<file path="src/rtl/hough_line_peak_finder_unit_defines.svh">
// Assertion macros for the Hough line peak finder.
// Both sample on clk and are switched off while rst is high.
`ifndef HOUGH_LINE_PEAK_FINDER_UNIT_DEFINES_SVH
`define HOUGH_LINE_PEAK_FINDER_UNIT_DEFINES_SVH

// cond must hold at every clock edge
`define HLPF_ASSERT_ALWAYS(lbl, cond, msg) \
  lbl: assert property (@(posedge clk) disable iff (rst) (cond)) else $error(msg);

// cons must hold in the same cycle as ante
`define HLPF_ASSERT_IMPLY(lbl, ante, cons, msg) \
  lbl: assert property (@(posedge clk) disable iff (rst) (ante) |-> (cons)) else $error(msg);

`endif

</file>
<file path="src/rtl/hlpf_pkg.sv">
`default_nettype none

package hlpf_pkg;

  // Frame and accumulator geometry
  localparam int MAX_WIDTH      = 512;
  localparam int MAX_HEIGHT     = 512;
  localparam int THETA_STEPS    = 180;
  localparam int MAX_LINES      = 64;
  localparam int VOTE_BITS      = 12;
  localparam int TRIG_FRAC_BITS = 16;
  localparam int EDGE_LEVEL     = 128;
  localparam int ROW_LIMIT      = 2047;

  localparam int COORD_W = 9;
  localparam int SIZE_W  = 10;
  localparam int ROW_W   = 11;
  localparam int THETA_W = 8;
  localparam int RHO_W   = 11;
  localparam int CNT_W   = $clog2(MAX_LINES + 1);
  localparam int TRIG_W  = TRIG_FRAC_BITS + 2;

  localparam int ACC_DEPTH = ROW_LIMIT * THETA_STEPS;
  localparam int ACC_AW    = $clog2(ACC_DEPTH + THETA_STEPS + 2);

  localparam logic [THETA_W-1:0]   THETA_LAST = THETA_W'(THETA_STEPS - 1);
  localparam logic [VOTE_BITS-1:0] VOTE_MAX   = {VOTE_BITS{1'b1}};

  // Configuration register indexes
  localparam int CFG_IDX_W = 3;
  localparam logic [CFG_IDX_W-1:0] CFG_THRESHOLD = 3'd0;
  localparam logic [CFG_IDX_W-1:0] CFG_WIDTH     = 3'd1;
  localparam logic [CFG_IDX_W-1:0] CFG_HEIGHT    = 3'd2;
  localparam logic [CFG_IDX_W-1:0] CFG_DIAGONAL  = 3'd3;

  // One line of the peak list
  typedef struct packed {
    logic signed [RHO_W-1:0] rho;
    logic [THETA_W-1:0]      theta;
    logic [VOTE_BITS-1:0]    votes;
  } entry_t;

  // Insertion into the peak list
  typedef struct packed {
    logic   valid;
    entry_t ent;
  } ins_t;

  // Accumulator access from one client
  typedef struct packed {
    logic                 rd_en;
    logic [ACC_AW-1:0]    rd_addr;
    logic                 wr_en;
    logic [ACC_AW-1:0]    wr_addr;
    logic [VOTE_BITS-1:0] wr_data;
  } mem_req_t;

  // Sine table, quarter wave, built at elaboration in Q60 then rounded
  localparam int QUARTER = 90;
  localparam int HALF    = 180;
  localparam logic [63:0] PI_Q60  = 64'h3243F6A8885A308D;
  localparam logic [63:0] PI_STEP = PI_Q60 / 180;
  localparam logic [63:0] PI_REM  = PI_Q60 % 180;
  localparam logic [63:0] SERIES_DIV [16] = '{
    64'd6, 64'd20, 64'd42, 64'd72, 64'd110, 64'd156, 64'd210, 64'd272,
    64'd342, 64'd420, 64'd506, 64'd600, 64'd702, 64'd812, 64'd930, 64'd1056
  };

  typedef logic [QUARTER:0][TRIG_FRAC_BITS:0] sin_tab_t;

  function automatic logic [63:0] mul_q60(input logic [63:0] a, input logic [63:0] b);
    logic [127:0] p;
    p = {64'd0, a} * {64'd0, b};
    return p[123:60];
  endfunction

  function automatic logic [TRIG_FRAC_BITS:0] sine_entry(input int deg);
    logic [63:0] x;
    logic [63:0] x2;
    logic [63:0] term;
    logic [63:0] sum;
    x    = PI_STEP * 64'(deg) + (PI_REM * 64'(deg)) / 64'd180;
    x2   = mul_q60(x, x);
    term = x;
    sum  = x;
    for (int k = 1; k <= 16; k++) begin
      if (term != 64'd0) begin
        term = mul_q60(term, x2) / SERIES_DIV[k-1];
        if ((k & 1) == 1) sum = sum - term;
        else sum = sum + term;
      end
    end
    sum = sum + (64'd1 << (59 - TRIG_FRAC_BITS));
    return (TRIG_FRAC_BITS+1)'(sum >> (60 - TRIG_FRAC_BITS));
  endfunction

  function automatic sin_tab_t build_sin_tab();
    sin_tab_t tab;
    for (int d = 0; d <= QUARTER; d++) tab[d] = sine_entry(d);
    return tab;
  endfunction

  localparam sin_tab_t SIN_TAB = build_sin_tab();

  // sin of theta degrees, theta in 0..179
  function automatic logic signed [TRIG_W-1:0] trig_sin(input logic [THETA_W-1:0] t);
    logic [6:0] idx;
    idx = (t <= THETA_W'(QUARTER)) ? t[6:0] : 7'(THETA_W'(HALF) - t);
    return $signed({1'b0, SIN_TAB[idx]});
  endfunction

  // cos of theta degrees, theta in 0..179
  function automatic logic signed [TRIG_W-1:0] trig_cos(input logic [THETA_W-1:0] t);
    logic [6:0]              idx;
    logic signed [TRIG_W-1:0] mag;
    idx = (t <= THETA_W'(QUARTER)) ? 7'(THETA_W'(QUARTER) - t) : 7'(t - THETA_W'(QUARTER));
    mag = $signed({1'b0, SIN_TAB[idx]});
    return (t <= THETA_W'(QUARTER)) ? mag : -mag;
  endfunction

endpackage

`default_nettype wire

</file>
<file path="src/rtl/hlpf_scan.sv">
`default_nettype none

// Accumulator sweep: reads every cell in raster order, zeroes it behind the
// read, and runs the 3x3 peak test on a two-row shift line.
module hlpf_scan (
  input  wire logic                           clk,
  input  wire logic                           rst,
  input  wire logic                           start,
  input  wire logic                           find_en,
  input  wire logic [hlpf_pkg::VOTE_BITS-1:0] thr,
  input  wire logic [hlpf_pkg::SIZE_W-1:0]    diag,
  input  wire logic [hlpf_pkg::VOTE_BITS-1:0] rd_data,
  output hlpf_pkg::mem_req_t                  req,
  output hlpf_pkg::ins_t                      peak,
  output logic                                busy
);
  import hlpf_pkg::*;

  localparam int LINE_TAPS  = 2 * THETA_STEPS + 3;
  localparam int CENTER_TAP = THETA_STEPS + 1;
  localparam int TAP_UL     = 2 * THETA_STEPS + 2;
  localparam int TAP_U      = 2 * THETA_STEPS + 1;
  localparam int TAP_UR     = 2 * THETA_STEPS;
  localparam int TAP_L      = THETA_STEPS + 2;
  localparam int TAP_R      = THETA_STEPS;
  localparam logic [ACC_AW-1:0] SWEEP_LAST = ACC_AW'(ACC_DEPTH + CENTER_TAP - 1);

  logic                  run, fen;
  logic [ACC_AW-1:0]     a, a1;
  logic                  p1, p1_mem;
  logic                  ev;
  logic [ROW_W-1:0]      cr;
  logic [THETA_W-1:0]    ct;
  logic [VOTE_BITS-1:0]  sl [LINE_TAPS];

  logic                  a_mem;
  logic [VOTE_BITS-1:0]  vc;
  logic                  up, dn, lf, rt, in_rows, beaten, is_peak;

  assign a_mem = a < ACC_AW'(ACC_DEPTH);
  assign busy  = run || p1 || ev || peak.valid;

  always_comb begin
    req.rd_en   = run && a_mem;
    req.rd_addr = a;
    req.wr_en   = p1_mem;
    req.wr_addr = a1;
    req.wr_data = '0;
  end

  // sweep control
  always_ff @(posedge clk) begin
    if (rst) begin
      run        <= 1'b0;
      p1         <= 1'b0;
      p1_mem     <= 1'b0;
      ev         <= 1'b0;
      peak.valid <= 1'b0;
    end else begin
      if (start) begin
        run <= 1'b1;
        a   <= '0;
        fen <= find_en;
      end else if (run) begin
        if (a == SWEEP_LAST) run <= 1'b0;
        a <= a + 1'b1;
      end
      p1         <= run;
      p1_mem     <= run && a_mem;
      ev         <= p1 && (a1 >= ACC_AW'(CENTER_TAP));
      peak.valid <= ev && fen && is_peak;
    end
  end

  // shift line and centre position
  always_ff @(posedge clk) begin
    a1 <= a;
    if (p1) begin
      sl[0] <= p1_mem ? rd_data : '0;
      for (int i = 1; i < LINE_TAPS; i++) sl[i] <= sl[i-1];
    end
    if (start) begin
      cr <= '0;
      ct <= '0;
    end else if (ev) begin
      if (ct == THETA_LAST) begin
        ct <= '0;
        cr <= cr + 1'b1;
      end else begin
        ct <= ct + 1'b1;
      end
    end
    peak.ent.rho   <= RHO_W'($signed({1'b0, cr}) - $signed({2'b0, diag}));
    peak.ent.theta <= ct;
    peak.ent.votes <= vc;
  end

  // 3x3 test, neighbours outside the used rows or angles skipped
  always_comb begin
    vc      = sl[CENTER_TAP];
    up      = cr != '0;
    dn      = cr < {diag, 1'b0};
    lf      = ct != '0;
    rt      = ct != THETA_LAST;
    in_rows = cr <= {diag, 1'b0};
    beaten  = (up && lf && sl[TAP_UL] > vc) || (up && sl[TAP_U] > vc) ||
              (up && rt && sl[TAP_UR] > vc) || (lf && sl[TAP_L] > vc) ||
              (rt && sl[TAP_R] > vc) || (dn && lf && sl[2] > vc) ||
              (dn && sl[1] > vc) || (dn && rt && sl[0] > vc);
    is_peak = in_rows && (vc > thr) && !beaten;
  end

endmodule

`default_nettype wire

</file>
<file path="config.mk">
export PLATFORM = sky130hd
export DESIGN_NAME = hlpf_scan
export DESIGN_NICKNAME = d
export VERILOG_FILES = /design/src/rtl/hough_line_peak_finder_unit_defines.svh /design/src/rtl/hlpf_pkg.sv /design/src/rtl/hlpf_scan.sv
export SDC_FILE = /design/constraint.sdc
export NUM_CORES = 2
export LEC_CHECK = 0
export BUFFER_PORTS_ARGS = -buffer_cell sky130_fd_sc_hd__buf_2
export CORE_MARGIN = 5
export CORE_UTILIZATION = 40
export CTS_BUF_LIST = sky130_fd_sc_hd__clkbuf_2
export DETAILED_ROUTE_END_ITERATION = 6
export PLACE_DENSITY = 0.65
export SETUP_SLACK_MARGIN = 0.1
export SYNTH_ARGS = -nofsm -noshare
export SYNTH_HDL_FRONTEND = slang
export SYNTH_MEMORY_MAX_BITS = 65536
export SYNTH_SLANG_ARGS = --single-unit
</file>
<file path="constraint.sdc">
create_clock -name clk -period 164.2 [get_ports clk]
set_input_delay 49.26 -clock clk [delete_from_list [all_inputs] [get_ports clk]]
set_output_delay 49.26 -clock clk [all_outputs]
set_load 0.01 [all_outputs]
</file>
==> impl_results.rst <==
.. list-table::
   :header-rows: 1

   * - Metric
     - Value
   * - Die width
     - 596 um
   * - Sequential share of power
     - 64.4%
   * - Cell area power density
     - 12.8 nW/um2
   * - Number of different library cells in the post-synthesis netlist
     - 54
   * - Critical path type
     - register to primary output
   * - Standard cell core area
     - 342000 um2
   * - List of most frequent post-synthesis cells
     - 4376 x edfxtp_1, 134 x ha_1, 74 x dfxtp_1
   * - Source-to-sink clock delay at the later pin of the worst-skew pair
     - 1.97 ns
   * - CP required
     - 114.94 ns
   * - Post-CTS setup buffers
     - 0
   * - Pin slew with the least headroom to its limit
     - 1.20 ns
   * - Area of the mapped netlist
     - 137000 um2
   * - Sequential element share of the synthesized area
     - 96.8%
   * - Shortest period the worst path allows
     - 53.76 ns
   * - Capture instance of the worst register-to-register path
     - sl[78][11]$_DFFE_PP_
   * - Total number of yosys warnings
     - 0
   * - Achievable frequency
     - 18.6 MHz
   * - Vias in the first global route
     - 53.8k
   * - Reported net switching power
     - 434 uW
   * - Final max-slew violation count
     - 0
   * - CTS buffer count
     - 1108
   * - Clock sink total
     - 4450
   * - Worst IR Drop VDD
     - 0.00000617 V
   * - Register bit total from synthesis
     - 4450
   * - HPWL Detailed
     - 85.2 mm
   * - Die Y
     - 596 um
   * - Average detailed-routed wire length per instance
     - 16.3 um
   * - Accumulated negative setup slack
     - 0 ns
   * - Worst max-slew margin expressed relative to the limit
     - 20.3%
   * - Type of destination of the critical path
     - primary output
   * - Pre-Repair DR Iteration Count
     - 6
   * - Data arrival time of the worst path
     - 4.50 ns
   * - Number of cells produced by synthesis
     - 5065
   * - Worst Hold Launch
     - sl[179][15]$_DFFE_PP_
   * - Net switching share of the total power
     - 22.2%
   * - Clock Power Share
     - 33.9%
   * - Number of flops mapped to enable cells by yosys
     - 4376
   * - Worst reg2reg path startpoint
     - p1$_SDFF_PP0_
   * - Fraction of synthesized cell area taken by the top area cell type
     - 95.7%
   * - Number of nets still failing antenna checks after routing
     - 0
   * - TritonCTS clock tree
     - built
   * - Overall via count from detail_route
     - 51.5k
   * - Global-route wire length before repair
     - 293 mm
   * - Via density per instance
     - 4.45
   * - Number of hold-slack violations in the final timing report
     - 0
   * - Final Wtd Congestion
     - 0.768
   * - RSZ-0062 raised after global routing
     - false
   * - Setup crit end
     - req[51]
   * - Fin crit share
     - 32.7%
   * - Worst path setup slack after routing
     - 110.44 ns
   * - Launching element type of the critical path
     - register
   * - Total of cells resized after clock tree synthesis
     - 0
   * - Clk root buf
     - clkbuf_2
   * - Path depth of the worst reg2reg path
     - 6
   * - Pre-CTS setup slack
     - 112.30 ns
   * - Clock Path Buffers
     - 5
   * - Wirelength, routed
     - 189 mm
   * - Hold-fix buffers, CTS
     - 0
   * - Total setup violations reported at the end of the flow
     - 0
   * - Flop2flop setup slack
     - 157.83 ns
   * - Library cell with the largest summed area after synthesis
     - edfxtp_1
   * - Final global-route overflow total
     - 0
   * - Rows
     - 215
   * - Maximum number of pins on one net before global-route repair
     - 227
   * - Count of buffers from port buffering
     - 110
   * - Proportion of layout cells with a drive suffix above 1
     - 25.4%
   * - Number of top-level pins
     - 123
   * - Growth of design area from synthesis to finish
     - 11.3%
   * - Async set-or-reset flop fraction in the synthesized netlist
     - 0%
   * - Clock transition at the registers of the reported paths
     - 0.10 ns
   * - Total of max-cap violations
     - 0
   * - Start point of the critical path
     - a[2]$_SDFFCE_PP0P_
   * - Run status
     - completed
   * - Syn Area/Cell
     - 27.1 um2
   * - Most repeated cell in the gate-level netlist after synthesis
     - edfxtp_1
   * - Die ar.
     - 355000 um2
   * - Antenna violations before repair
     - 14
   * - Static leakage
     - 0.0391 uW
   * - Iter 0 DRT Violations
     - 4779
   * - Maximum fanout along the worst path
     - 8
   * - Global routing usage summed across all routing layers
     - 10.5%
   * - Logic gate share of total power
     - 1.6%
   * - H-tree depth reported by CTS
     - 7
   * - Int Pwr
     - 1520 uW
   * - Hold Crit Class
     - register to register
   * - Number of remaining DRC errors
     - 0
   * - Post-synth top flop
     - edfxtp_1
   * - Net total in the final layout
     - 6503
   * - Dominant cells by area after synthesis
     - edfxtp_1 96%, ha_1 1.2%, dfxtp_1 1.1%
   * - Initial core utilization
     - 40.1%
   * - Final setup skew
     - 0.207 ns
-- layer usage --
layer  global-route usage [%]  wire [um]  part of all wire, %  up-vias
met4                     6.47       5730                  3.0        0
li1                         -          -                    -    23500
met3                     3.96      10500                  5.5      403
met5                        0          0                    0        -
met1                     14.7      92100                   49    26100
met2                     13.8      80500                   43     1463
-- registers in the layout, summed over array words and instances, names as in the netlist --
signal  flops
sl       4356
peak       32
a1         19
a          19
cr         11
ct          8
ev          1
fen         1
p1          1
p1_mem      1
run         1
-- kinds of logic after synthesis --
group                      synth area share, %
DFF                                       96.8
and+or+nand+nor                          0.898
adders and majority gates                 1.24
AOI/OAI and AO/OA                        0.596
buffers and inverters                    0.252
xor gates and xnor gates                 0.217
muxes                                   0.0146
other                                  0.00273
-- critical path, cell delays in order, from the launching register on --
cell and delay, ns:
edfxtp_1 0.52, a211o_1 0.35, a21oi_1 0.19, or3_1 0.14, a21oi_1 0.05, o21a_1 0.30, nor2b_1 0.74, buf_2 0.27
-- power by group through the flow --
stage | logic (uW) | registers [uW] | clock network [uW]
4_1_cts | 32.8 | 1260 | 704
3_5_place_dp | 33.2 | 1280 | 0
6_report | 31.8 | 1260 | 662
3_3_place_gp | 31.4 | 1280 | 0
2_1_floorplan | 3.09 | 1580 | 0
5_1_grt | 35.1 | 1260 | 768
-- final cells by class --
type	count	area, um2
Fill cell	28600	190000
Sequential cell	4450	133000
Multi-Input combinational cell	547	4120
Clock inverter	211	988
Timing Repair Buffer	164	1040
Clock buffer	1555	7780
Tap cell	4557	5700
Antenna cell	20	50.0
Inverter	59	221
-- metrics by stage --
stage,std cells,hold WS (ns),area [um2],util [%],power (uW)
finish,11600,0.233,153000,44.6,1950
global route,11600,0.259,153000,44.6,2060
CTS,11500,0.257,153000,44.6,2000
detailed placement,9777,0.405,144000,42.0,1320
global placement,9777,0.401,144000,42.0,1320
floorplan,5076,0.371,137000,-,1580
-- worst min-delay path by stage --
stage	end	slack [ns]	cells after the start
floorplan	peak[19]$_DFF_P_	0.37	0
global placement	sl[87][12]$_DFFE_PP_	0.40	0
detailed placement	sl[100][3]$_DFFE_PP_	0.40	0
CTS	sl[115][16]$_DFFE_PP_	0.26	0
global route	sl[39][8]$_DFFE_PP_	0.26	0
finish	sl[180][3]$_DFFE_PP_	0.23	0
-- cell usage in the layout (no fill, tap or decap), drive strengths merged, types with 3 or more instances in the layout --
cell type / netlist / layout
clkbuf: 7 / 1555
nand4: 36 / 36
or3: 9 / 9
dfxtp: 74 / 74
nor4: 7 / 7
diode: 0 / 20
ha: 134 / 134
conb: 1 / 12
o211ai: 11 / 11
nor2: 50 / 50
a31oi: 5 / 5
nand3: 27 / 27
bufinv: 0 / 6
a211oi: 6 / 6
a21oi: 55 / 55
xnor2: 16 / 16
o21ai: 20 / 20
o31ai: 3 / 3
a21o: 5 / 5
a21boi: 5 / 5
clkinvlp: 0 / 4
edfxtp: 4376 / 4376
xor2: 18 / 18
clkinv: 0 / 181
nor2b: 15 / 15
nand2: 34 / 34
a211o: 6 / 6
buf: 13 / 164
and2: 12 / 12
inv: 59 / 79
or2: 4 / 4
nor3: 17 / 17
and4: 6 / 6
nand2b: 10 / 10
Note: power is estimated with default switching activity, not from simulation.
